==> src/hdl/ttd_pkg.sv <==
// ---------------------------------------------------------------------------
// ttd_pkg
// Shared types and constants for the tick task dispatcher: word layouts,
// slot entry layout, mode and kind codes, and sequencer-to-unit structs.
// ---------------------------------------------------------------------------
package ttd_pkg;

    localparam int TASK_SLOTS = 16;
    localparam int COUNT_BITS = 16;
    localparam int SLOT_IDX_W = (TASK_SLOTS > 1) ? $clog2(TASK_SLOTS) : 1;
    localparam int SCAN_W     = $clog2(TASK_SLOTS + 1);

    localparam logic [1:0] MODE_TICK   = 2'd0;
    localparam logic [1:0] MODE_WRITE  = 2'd1;
    localparam logic [1:0] MODE_REMOVE = 2'd2;

    localparam logic [1:0] KIND_PERIODIC  = 2'd0;
    localparam logic [1:0] KIND_ONESHOT   = 2'd1;
    localparam logic [1:0] KIND_SUSPENDED = 2'd2;

    typedef struct packed {
        logic [1:0]  mode;
        logic [3:0]  slot;
        logic [1:0]  task_kind;
        logic [15:0] reload_value;
        logic [15:0] start_count;
    } in_word_t;

    typedef struct packed {
        logic       dispatched;
        logic [3:0] task_slot;
        logic       task_retired;
    } out_word_t;

    typedef struct packed {
        logic [1:0]            kind;
        logic [COUNT_BITS-1:0] reload;
        logic [COUNT_BITS-1:0] countdown;
    } slot_entry_t;

    typedef struct packed {
        logic                  en;
        logic [SLOT_IDX_W-1:0] addr;
        slot_entry_t           entry;
    } mem_wr_t;

    typedef struct packed {
        slot_entry_t cur;
        logic        valid;
        logic        target;
    } alu_req_t;

    typedef struct packed {
        logic        wr_en;
        slot_entry_t entry;
        logic        clear_valid;
        logic        dispatched;
        logic        retired;
    } alu_res_t;

endpackage

==> src/hdl/ttd_slot_mem.sv <==
// ---------------------------------------------------------------------------
// ttd_slot_mem
// Slot table storage: kind, reload and countdown per slot. One write port
// and one read port with registered read data.
// ---------------------------------------------------------------------------
module ttd_slot_mem (
    input  logic                          aclk,
    input  ttd_pkg::mem_wr_t              wr,
    input  logic [ttd_pkg::SLOT_IDX_W-1:0] rd_addr,
    output ttd_pkg::slot_entry_t          rd_data
);
    import ttd_pkg::*;

    slot_entry_t mem [TASK_SLOTS];
    slot_entry_t rd_data_reg;

    always_ff @(posedge aclk) begin
        if (wr.en) begin
            mem[wr.addr] <= wr.entry;
        end
        rd_data_reg <= mem[rd_addr];
    end

    assign rd_data = rd_data_reg;

endmodule

==> src/hdl/ttd_slot_alu.sv <==
// ---------------------------------------------------------------------------
// ttd_slot_alu
// Shared update unit applied to one slot per cycle during a tick sweep:
// acts on the reached task at zero countdown and decrements the countdown.
// ---------------------------------------------------------------------------
module ttd_slot_alu (
    input  ttd_pkg::alu_req_t req,
    output ttd_pkg::alu_res_t res
);
    import ttd_pkg::*;

    logic                  act;
    logic                  do_reload;
    logic                  do_retire;
    logic                  do_resume;
    logic                  keep;
    logic [COUNT_BITS-1:0] operand;

    always_comb begin
        act       = req.target && (req.cur.countdown == '0);
        do_reload = act && (req.cur.kind == KIND_PERIODIC);
        do_retire = act && (req.cur.kind == KIND_ONESHOT);
        do_resume = act && (req.cur.kind == KIND_SUSPENDED);
        keep      = req.valid && !do_retire;

        // A reloaded periodic task is decremented in the same tick.
        operand = do_reload ? req.cur.reload : req.cur.countdown;

        res.entry.reload    = req.cur.reload;
        res.entry.kind      = do_resume ? KIND_PERIODIC : req.cur.kind;
        res.entry.countdown = (keep && (operand != '0)) ? operand - 1'b1 : operand;
        res.wr_en           = keep;
        res.clear_valid     = do_retire;
        res.dispatched      = do_reload || do_retire;
        res.retired         = do_retire;
    end

endmodule

==> src/hdl/ttd_sequencer.sv <==
// ---------------------------------------------------------------------------
// ttd_sequencer
// Control for the dispatcher: valid bits, scan position, item decode, the
// slot sweep that drives the shared update unit, and the result register.
// ---------------------------------------------------------------------------
module ttd_sequencer (
    input  logic                           aclk,
    input  logic                           aresetn,
    input  logic                           s_valid,
    output logic                           s_ready,
    input  ttd_pkg::in_word_t              s_data,
    output logic                           m_valid,
    input  logic                           m_ready,
    output ttd_pkg::out_word_t             m_data,
    output ttd_pkg::mem_wr_t               mem_wr,
    output logic [ttd_pkg::SLOT_IDX_W-1:0] mem_rd_addr,
    input  ttd_pkg::slot_entry_t           mem_rd_data,
    output ttd_pkg::alu_req_t              alu_req,
    input  ttd_pkg::alu_res_t              alu_res
);
    import ttd_pkg::*;

    localparam logic ST_IDLE  = 1'b0;
    localparam logic ST_SWEEP = 1'b1;

    logic                  state_reg;
    logic [TASK_SLOTS-1:0] valid_reg;
    logic [SCAN_W-1:0]     scan_pos_reg;
    logic [SCAN_W-1:0]     cnt_reg;
    logic                  proc_vld_reg;
    logic [SLOT_IDX_W-1:0] proc_idx_reg;
    logic                  found_reg;
    logic                  disp_reg;
    logic [3:0]            tslot_reg;
    logic                  ret_reg;
    logic                  m_valid_reg;
    out_word_t             m_data_reg;

    logic                  accept;
    logic                  ack_load;
    logic                  in_range;
    logic [SLOT_IDX_W-1:0] item_idx;
    logic                  target;
    logic                  last;
    out_word_t             result;

    always_comb begin
        s_ready     = (state_reg == ST_IDLE) && (!m_valid_reg || m_ready);
        accept      = s_valid && s_ready;
        ack_load    = accept && (s_data.mode != MODE_TICK);
        in_range    = 32'(s_data.slot) < TASK_SLOTS;
        item_idx    = SLOT_IDX_W'(s_data.slot);
        mem_rd_addr = SLOT_IDX_W'(cnt_reg);

        // The first valid slot at or after the scan position is the one reached.
        target = proc_vld_reg && valid_reg[proc_idx_reg] && !found_reg
                 && (SCAN_W'(proc_idx_reg) >= scan_pos_reg);

        alu_req.cur    = mem_rd_data;
        alu_req.valid  = proc_vld_reg && valid_reg[proc_idx_reg];
        alu_req.target = target;

        mem_wr = '0;
        if (state_reg == ST_IDLE) begin
            if (accept && (s_data.mode == MODE_WRITE) && in_range) begin
                mem_wr.en              = 1'b1;
                mem_wr.addr            = item_idx;
                mem_wr.entry.kind      = s_data.task_kind;
                mem_wr.entry.reload    = COUNT_BITS'(s_data.reload_value);
                mem_wr.entry.countdown = COUNT_BITS'(s_data.start_count);
            end
        end else if (proc_vld_reg) begin
            mem_wr.en    = alu_res.wr_en;
            mem_wr.addr  = proc_idx_reg;
            mem_wr.entry = alu_res.entry;
        end

        last = proc_vld_reg && (proc_idx_reg == SLOT_IDX_W'(TASK_SLOTS - 1));

        result.dispatched   = disp_reg || alu_res.dispatched;
        result.task_slot    = alu_res.dispatched ? 4'(proc_idx_reg) : tslot_reg;
        result.task_retired = ret_reg || alu_res.retired;
    end

    always_ff @(posedge aclk) begin
        if (!aresetn) begin
            state_reg    <= ST_IDLE;
            valid_reg    <= '0;
            scan_pos_reg <= '0;
            cnt_reg      <= '0;
            proc_vld_reg <= 1'b0;
            found_reg    <= 1'b0;
            m_valid_reg  <= 1'b0;
        end else begin
            if (m_valid_reg && m_ready && !ack_load) begin
                m_valid_reg <= 1'b0;
            end
            case (state_reg)
                ST_IDLE: begin
                    cnt_reg      <= '0;
                    proc_vld_reg <= 1'b0;
                    if (accept) begin
                        case (s_data.mode)
                            MODE_TICK: begin
                                state_reg <= ST_SWEEP;
                                found_reg <= 1'b0;
                                disp_reg  <= 1'b0;
                                tslot_reg <= '0;
                                ret_reg   <= 1'b0;
                            end
                            MODE_WRITE: begin
                                if (in_range) begin
                                    valid_reg[item_idx] <= 1'b1;
                                end
                                m_valid_reg <= 1'b1;
                                m_data_reg  <= '0;
                            end
                            MODE_REMOVE: begin
                                if (in_range) begin
                                    valid_reg[item_idx] <= 1'b0;
                                end
                                m_valid_reg <= 1'b1;
                                m_data_reg  <= '0;
                            end
                            default: begin
                                m_valid_reg <= 1'b1;
                                m_data_reg  <= '0;
                            end
                        endcase
                    end
                end
                ST_SWEEP: begin
                    // Reads run one slot ahead of the write-back.
                    if (cnt_reg < SCAN_W'(TASK_SLOTS)) begin
                        cnt_reg      <= cnt_reg + 1'b1;
                        proc_vld_reg <= 1'b1;
                        proc_idx_reg <= SLOT_IDX_W'(cnt_reg);
                    end else begin
                        proc_vld_reg <= 1'b0;
                    end
                    if (proc_vld_reg) begin
                        if (alu_res.clear_valid) begin
                            valid_reg[proc_idx_reg] <= 1'b0;
                        end
                        if (target) begin
                            found_reg    <= 1'b1;
                            scan_pos_reg <= SCAN_W'(proc_idx_reg) + SCAN_W'(1);
                        end
                        if (alu_res.dispatched) begin
                            disp_reg  <= 1'b1;
                            tslot_reg <= 4'(proc_idx_reg);
                            ret_reg   <= alu_res.retired;
                        end
                        if (last) begin
                            state_reg   <= ST_IDLE;
                            m_valid_reg <= 1'b1;
                            m_data_reg  <= result;
                            if (!found_reg && !target) begin
                                scan_pos_reg <= '0;
                            end
                        end
                    end
                end
                default: begin
                    state_reg <= ST_IDLE;
                end
            endcase
        end
    end

    assign m_valid = m_valid_reg;
    assign m_data  = m_data_reg;

endmodule

==> src/hdl/tick_task_dispatcher.sv <==
// ---------------------------------------------------------------------------
// tick_task_dispatcher
// Timer-tick task dispatcher over a table of task slots, built as a slot
// sweep through one shared update unit under a small sequencer.
// ---------------------------------------------------------------------------
// Channel   Ports                       Word
// input     s_valid, s_ready, s_data    mode, slot, kind, reload, start count
// result    m_valid, m_ready, m_data    dispatched, task slot, retired flag
//
// A write, remove or unused-mode word yields its result word on the cycle
// after it is accepted. During a tick, the sweep reads one slot table entry
// per cycle through the single memory read port and writes it back in the
// cycle after the read. No clearing pass follows reset. Input ready stays
// low during a sweep and while an undelivered result word would block the
// next one.
// ---------------------------------------------------------------------------
module tick_task_dispatcher (
    input  logic               aclk,
    input  logic               aresetn,
    input  logic               s_valid,
    output logic               s_ready,
    input  ttd_pkg::in_word_t  s_data,
    output logic               m_valid,
    input  logic               m_ready,
    output ttd_pkg::out_word_t m_data
);
    import ttd_pkg::*;

    mem_wr_t               mem_wr;
    logic [SLOT_IDX_W-1:0] mem_rd_addr;
    slot_entry_t           mem_rd_data;
    alu_req_t              alu_req;
    alu_res_t              alu_res;

    ttd_sequencer u_seq (
        .aclk        (aclk),
        .aresetn     (aresetn),
        .s_valid     (s_valid),
        .s_ready     (s_ready),
        .s_data      (s_data),
        .m_valid     (m_valid),
        .m_ready     (m_ready),
        .m_data      (m_data),
        .mem_wr      (mem_wr),
        .mem_rd_addr (mem_rd_addr),
        .mem_rd_data (mem_rd_data),
        .alu_req     (alu_req),
        .alu_res     (alu_res)
    );

    ttd_slot_mem u_mem (
        .aclk    (aclk),
        .wr      (mem_wr),
        .rd_addr (mem_rd_addr),
        .rd_data (mem_rd_data)
    );

    ttd_slot_alu u_alu (
        .req (alu_req),
        .res (alu_res)
    );

endmodule

==> config.mk <==
export PLATFORM = sky130hd
export DESIGN_NAME = tick_task_dispatcher
export DESIGN_NICKNAME = d
export VERILOG_FILES = /design/src/hdl/ttd_pkg.sv /design/src/hdl/ttd_slot_mem.sv /design/src/hdl/ttd_slot_alu.sv /design/src/hdl/ttd_sequencer.sv /design/src/hdl/tick_task_dispatcher.sv
export SDC_FILE = /design/constraint.sdc
export NUM_CORES = 1
export LEC_CHECK = 0
export ABC_AREA = 1
export BUFFER_PORTS_ARGS = -buffer_cell sky130_fd_sc_hd__buf_2
export CAP_MARGIN = 15
export CORE_ASPECT_RATIO = 0.6
export CORE_MARGIN = 1
export CORE_UTILIZATION = 25
export DETAILED_ROUTE_END_ITERATION = 12
export SLEW_MARGIN = 20
export SYNTH_ARGS = -nofsm -noshare
export SYNTH_HDL_FRONTEND = slang
export SYNTH_SLANG_ARGS = --single-unit
==> constraint.sdc <==
create_clock -name aclk -period 4.6 [get_ports aclk]
set_input_delay 0.92 -clock aclk [delete_from_list [all_inputs] [get_ports aclk]]
set_output_delay 0.92 -clock aclk [all_outputs]
set_load 0.01 [all_outputs]
==> results.cfg, run 1 <==
[floorplan]
coreArea_um2 = 103000
pin_count = 52
die_y_um = 252
start_util_pct = 25.3
die-area_um2 = 106000
rows = 91
dieWidth_um = 419

[grt]
antenna_found_initial = 7
grt_use_total_pct = 14.3
grt_max_degree = 129
first_global_vias = 16400
busiest_layer = met1
grt_util_met3_pct = 3.06
grt_overflow = 0
grt_pass1_wl_um = 113000
met1_usage_pct = 23.0
use_met2_pct = 19.3

[sta]
setup_tns_ns = 0
hold_slack_ns = 0.469
hold_viol_final = 0
skew_ns = 0.0160
fin_crit_ns = 4.05
drv_slew = 0
grt_setup_unrepaired = no
timing.final.crit_share_pct = 88.0
worst_pin_slew_ns = 1.06
fmax_ghz = 0.247
setup_viol = 0
slew_headroom_pct = 29.0

[synth]
synth_cells = 2167
synth_nets = 2223
synth_flop_cell = edfxtp_1
yosysSeqAreaShare_pct = 69.5
ys_async_sr_fraction_pct = 0
synth.area.top_cells = edfxtp_1 65%, nor2_1 5.2%, dfxtp_1 4.9%
yosys_warnings = 0
synth-seq-cells = 624
yosys.area.top_type = edfxtp_1
synth_edf_count = 560
synth.avg_cell_area_um2 = 12.0
ys_types = 47
synth_top_area_share_pct = 64.6
synth.cell_area_um2 = 26000

[clock_tree]
cts_max_path_buffers = 3
clock-sinks = 624
cts_buffers = 50
cts_root_buffer = clkbuf_16
htreeDepth = 2
clk_pin_slew_ns = 0.08
cts_resized = 0
cts_tree = done
clk-insertion-delay-late_ns = 0.61
postCtsSetupBuffers = 0
cts_hold_buf = 0

[routing]
wl_per_cell_um = 21.1
dr.pass1.iters = 5
via_count = 17600
ant_nets = 0
drtIter0Drc = 2090
drc = 0
wl_um = 76900
via_per_inst = 4.84

[critical_path]
critPathMaxFanout = 12
critical_path_class = flip-flop to flip-flop
end_kind = flip-flop
required_ns = 4.92
start_kind = flip-flop
worstReg2RegStart = u_seq.proc_idx_reg[1]
r2r_cells = 17
r2r_end = u_mem.mem[8][20]
critPathArrivalTime_ns = 4.37
r2r_slack_ns = 0.55

[flow_run]
drv_cap = 0

[pwr]
p_per_area_nw_per_um2 = 369
intPower_w = 0.00863
p_seq_share_pct = 56.0
switchingPower_w = 0.00243
p_sw_share_pct = 22.0
p_leak_nw = 9.82
power_frac_comb_pct = 3.6
ir_worst_vdd_mv = 0.269
power_frac_clock_pct = 40.4

[layout]
syn2layout_area_growth_pct = 15.2
drive_gt1_share_pct = 12.1
final_nets = 2265
largest_reg_flops = 544
fillers = 10500
diodes = 0

[status]
status = completed

[hold_path]
holdPathEnd = u_seq.scan_pos_reg[2]
hold_depth = 2
timing.hold.worst.class = flip-flop to flip-flop
min_from = u_seq.scan_pos_reg[2]

[place]
portBuffers = 51
hpwlAfterDp_um = 46000
gp_congestion = 0.909
==> routing by layer <==
metal,up-vias,share of wire (%)
met3,85,9.3
met5,-,0
met4,0,1.6
met1,8735,49
li1,7987,-
met2,830,40
==> metrics by stage <==
stage	setup slack (ns)	utilization [%]	std cells	power [W]	area, µm²
after floorplan	0.460	-	2167	0.00654	26000
after global placement	0.432	27.5	3552	0.00671	28300
after detailed placement	0.417	27.5	3552	0.00671	28400
after CTS	0.427	29.1	3645	0.0111	30000
after global routing	0.277	29.1	3645	0.0114	30000
final	0.552	29.1	3645	0.0111	30000
==> kinds of logic (layout without fill, tap and decap cells) <==
| kind of cell | after synthesis | count (layout) | share of synthesized area [%] |
|---|---|---|---|
| AO/OA/AOI/OAI | 436 | 436 | 10.9 |
| flip-flops | 624 | 624 | 69.5 |
| buffers and inverters | 241 | 324 | 3.72 |
| adder cells (fa/ha/maj) | 12 | 12 | 0.577 |
| multiplexers | 54 | 54 | 2.08 |
| AND/OR/NAND/NOR | 795 | 795 | 13.0 |
| XOR/XNOR | 5 | 5 | 0.168 |
==> layout make-up <==
| cell class | instances | area (µm²) | area share [%] |
|---|---|---|---|
| clock buffer | 72 | 1400 | 4.65 |
| clock inverter | 21 | 240 | 0.801 |
| inverter | 111 | 422 | 1.41 |
| multi-input combinational | 1302 | 7110 | 23.7 |
| sequential | 624 | 18100 | 60.4 |
| tap | 1395 | 1750 | 5.82 |
| timing repair buffer | 120 | 973 | 3.25 |
==> synthesized netlist by cell type, types with 2 or more instances <==
cell type / count
a21oi_1: 32
a32oi_1: 2
buf_1: 9
buf_2: 6
buf_4: 4
buf_6: 2
clkbuf_1: 107
clkinv_1: 4
dfxtp_1: 64
edfxtp_1: 560
ha_1: 12
inv_1: 103
inv_2: 4
mux2i_1: 54
nand2_1: 268
nand2_2: 14
nand2_4: 4
nand3_1: 86
nand4_1: 25
nor2_1: 362
nor2_2: 10
nor2_4: 8
nor2_8: 2
nor3_1: 5
nor4_1: 4
o211ai_1: 15
o211ai_2: 2
o21ai_0: 203
o21ai_1: 17
o21ai_2: 3
o221ai_1: 54
o22ai_1: 4
o32ai_1: 97
or2_2: 4
xor2_1: 5
==> power by group through the flow <==
| stage | Combinational, W | Sequential (W) | Clock (W) |
|---|---|---|---|
| global placement | 0.000392 | 0.00632 | 0 |
| global route | 0.000434 | 0.00619 | 0.00475 |
| detailed placement | 0.000393 | 0.00632 | 0 |
| floorplan | 0.000239 | 0.00630 | 0 |
| CTS | 0.000394 | 0.00619 | 0.00452 |
| finish | 0.000398 | 0.00619 | 0.00447 |
==> cells in the final DEF (no fill, tap or decap), types with 5 or more instances in the layout <==
cell type     n
o211ai_1     15
edfxtp_1    560
clkinv_2      5
nand3_1      86
buf_4        53
inv_2         5
nor2_1      345
clkbuf_1     17
clkinv_1      6
ha_1         12
o21ai_1      18
clkbuf_16    51
nor2_2       10
nand4_1      25
nor3_1        5
nor2_4       25
clkinvlp_4    5
xor2_1        5
o21ai_2       6
o221ai_1     54
dfxtp_1      61
nand2_2      14
mux2i_1      54
o21ai_0     199
o32ai_1      97
buf_2        51
a21oi_1      32
inv_1       102
nand2_1     268
buf_12       16
==> how the worst max path moves through the flow <==
stage,to,startpoint,depth (start not counted)
global placement,u_mem.mem[8][3],u_seq.proc_idx_reg[1],17
finish,u_mem.mem[8][20],u_seq.proc_idx_reg[1],17
detailed placement,u_mem.mem[11][3],u_seq.proc_idx_reg[1],17
floorplan,u_mem.mem[10][0],u_seq.proc_idx_reg[0],19
global route,u_mem.mem[12][12],u_seq.proc_idx_reg[1],19
CTS,u_mem.mem[2][3],u_seq.proc_idx_reg[1],17
==> worst max-delay path: stages (launching register included) <==
cell	delay, ns
edfxtp_1	0.58
ha_1	0.38
nand2_1	0.07
nand2_1	0.06
nand2_1	0.06
nand2_1	0.05
nand2_1	0.07
nand2_1	0.05
nand3_1	0.10
nor2_4	0.06
inv_2	0.09
nor3_2	0.06
nand3_1	0.15
nand2_1	0.24
o21ai_0	0.47
nand3_1	0.42
nor2_4	0.59
buf_12	0.24
Note: power is estimated with default switching activity, not from simulation.
==> run 2: changes to the inputs <==
--- a/config.mk
+++ b/config.mk
@@ -12,6 +12,7 @@
 export CORE_MARGIN = 1
 export CORE_UTILIZATION = 25
 export DETAILED_ROUTE_END_ITERATION = 12
+export REMOVE_ABC_BUFFERS = 1
 export SLEW_MARGIN = 20
 export SYNTH_ARGS = -nofsm -noshare
 export SYNTH_HDL_FRONTEND = slang
==> run 2 against run 1 <==
  * Flip-flop and latch count is the same
  * Utilization is essentially flat
  * Maximum frequency shrank 2.8%
  * Die area is the same
  * Critical path type unchanged
  * Largest cell class unchanged
  * Largest power group unchanged
==> results.cfg, run 2 (synthesized netlist as in run 1, its figures left out) <==
[routing]
via_count = 17500
wl_um = 72700
via_per_inst = 4.79
dr.pass1.iters = 5
ant_nets = 0
drtIter0Drc = 2104
wl_per_cell_um = 19.9
drc = 0

[place]
portBuffers = 51
placed_area_um2 = 28300
hpwlAfterDp_um = 46000
gp_congestion = 0.888

[critical_path]
r2r_cells = 21
r2r_end = u_mem.mem[6][8]
r2r_slack_ns = 0.43
worstReg2RegStart = u_seq.proc_idx_reg[0]
end_kind = flip-flop
required_ns = 4.91
critPathMaxFanout = 18
critPathArrivalTime_ns = 4.48
start_kind = flip-flop
critical_path_class = flip-flop to flip-flop

[hold_path]
hold_depth = 2
timing.hold.worst.class = flip-flop to flip-flop

[grt]
antenna_found_initial = 1
grt_pass1_wl_um = 107000
grt_overflow = 0
grt_use_total_pct = 13.5
grt_max_degree = 103
first_global_vias = 15900

[pwr]
intPower_w = 0.00860
switchingPower_w = 0.00241
power_frac_clock_pct = 40.2
p_per_area_nw_per_um2 = 367
p_leak_nw = 9.86
p_sw_share_pct = 21.9
p_seq_share_pct = 56.2
power_frac_comb_pct = 3.6
ir_worst_vdd_mv = 0.378

[sta]
fmax_ghz = 0.240
hold_viol_final = 0
timing.final.crit_share_pct = 90.6
skew_ns = 0.0138
setup_tns_ns = 0
drv_slew = 0
fin_crit_ns = 4.17
setup_viol = 0
slew_headroom_pct = 26.3
grt_setup_unrepaired = no
worst_pin_slew_ns = 1.10

[floorplan]
dieWidth_um = 419
coreArea_um2 = 103000
die_y_um = 252
start_util_pct = 25.3
die-area_um2 = 106000
rows = 91
pin_count = 52

[clock_tree]
clk_pin_slew_ns = 0.07
clk-insertion-delay-late_ns = 0.61
clock-sinks = 624
cts_max_path_buffers = 3
cts_buffers = 53
cts_tree = done
cts_resized = 0
cts_hold_buf = 0
postCtsSetupBuffers = 0
htreeDepth = 2
cts_root_buffer = clkbuf_16

[status]
status = completed

[flow_run]
drv_cap = 0

[layout]
diodes = 0
layout_commonest_cell = edfxtp_1
syn2layout_area_growth_pct = 15.2
final_nets = 2276
finalInstanceArea_um2 = 30000
drive_gt1_share_pct = 12.5
final_cell_mix = 560 x edfxtp_1, 345 x nor2_1, 268 x nand2_1
largest_reg_flops = 544
## run 2: cell types whose count changed in the layout (fill, tap and decap cells not counted), sizes merged
cell,previous run,this run
buf,120,128
bufinv,4,3
clkbuf,72,70
clkinv,13,19
inv,110,112
## run 2: power groups by stage
stage | registers (W) | clock network [W] | logic, W
2_1_floorplan | 0.00632 | 0 | 0.000223
3_3_place_gp | 0.00632 | 0 | 0.000392
3_5_place_dp | 0.00632 | 0 | 0.000394
4_1_cts | 0.00619 | 0.00451 | 0.000396
5_1_grt | 0.00619 | 0.00471 | 0.000436
6_report | 0.00620 | 0.00442 | 0.000396
## run 2: worst max-delay path by stage
| stage | startpoint | end | slack, ns |
|---|---|---|---|
| global placement | u_seq.proc_idx_reg[0] | u_mem.mem[6][8] | 0.54 |
| detailed placement | u_seq.proc_idx_reg[0] | u_mem.mem[12][3] | 0.47 |
| global route | u_seq.proc_idx_reg[0] | u_mem.mem[6][8] | 0.04 |
| CTS | u_seq.proc_idx_reg[0] | u_mem.mem[9][3] | 0.45 |
| floorplan | u_seq.cnt_reg[0] | u_mem.rd_data[0] | -7.56 |
| finish | u_seq.proc_idx_reg[0] | u_mem.mem[6][8] | 0.43 |
## run 2: layer usage
metal	track usage, %	routed length (µm)	share of wire (%)
met1	21.2	35200	48
met2	18.4	29200	40
met3	3.04	6920	9.5
met4	2.77	1320	1.8
met5	0	9	0.012
## run 2: layout make-up
| type | count | area (µm²) |
|---|---|---|
| tap | 1395 | 1750 |
| timing repair buffer | 128 | 971 |
| clock inverter | 28 | 264 |
| clock buffer | 70 | 1390 |
| inverter | 111 | 422 |
| multi-input combinational | 1302 | 7110 |
| fill | 10500 | 72900 |
| sequential | 624 | 18100 |
## run 2: critical path: stages (launching register included)
cell and delay [ns]:
edfxtp_1 0.40, inv_2 0.19, ha_1 0.26, inv_1 0.05
nand2_1 0.04, nand2_1 0.05, nand2_1 0.04, nand2_1 0.05
nand2_1 0.04, nand2_1 0.07, nand2_1 0.05, nand3_1 0.11
nor2_4 0.13, buf_4 0.19, inv_2 0.08, nor3_2 0.05
nand3_1 0.15, nand2_1 0.19, o21ai_0 0.48, nand2_1 0.39
nor2_4 0.55, buf_4 0.29
## run 2: per-stage QoR
| stage | std cells | total power [W] | worst slack, ns | util [%] | hold WS [ns] |
|---|---|---|---|---|---|
| after detailed placement | 3560 | 0.00671 | 0.475 | 27.5 | 0.464 |
| after CTS | 3658 | 0.0111 | 0.453 | 29.1 | 0.475 |
| after floorplan | 2037 | 0.00655 | -7.56 | - | 0.439 |
| final | 3658 | 0.0110 | 0.434 | 29.2 | 0.476 |
| after global routing | 3658 | 0.0113 | 0.0413 | 29.2 | 0.490 |
| after global placement | 3560 | 0.00671 | 0.542 | 27.5 | 0.455 |
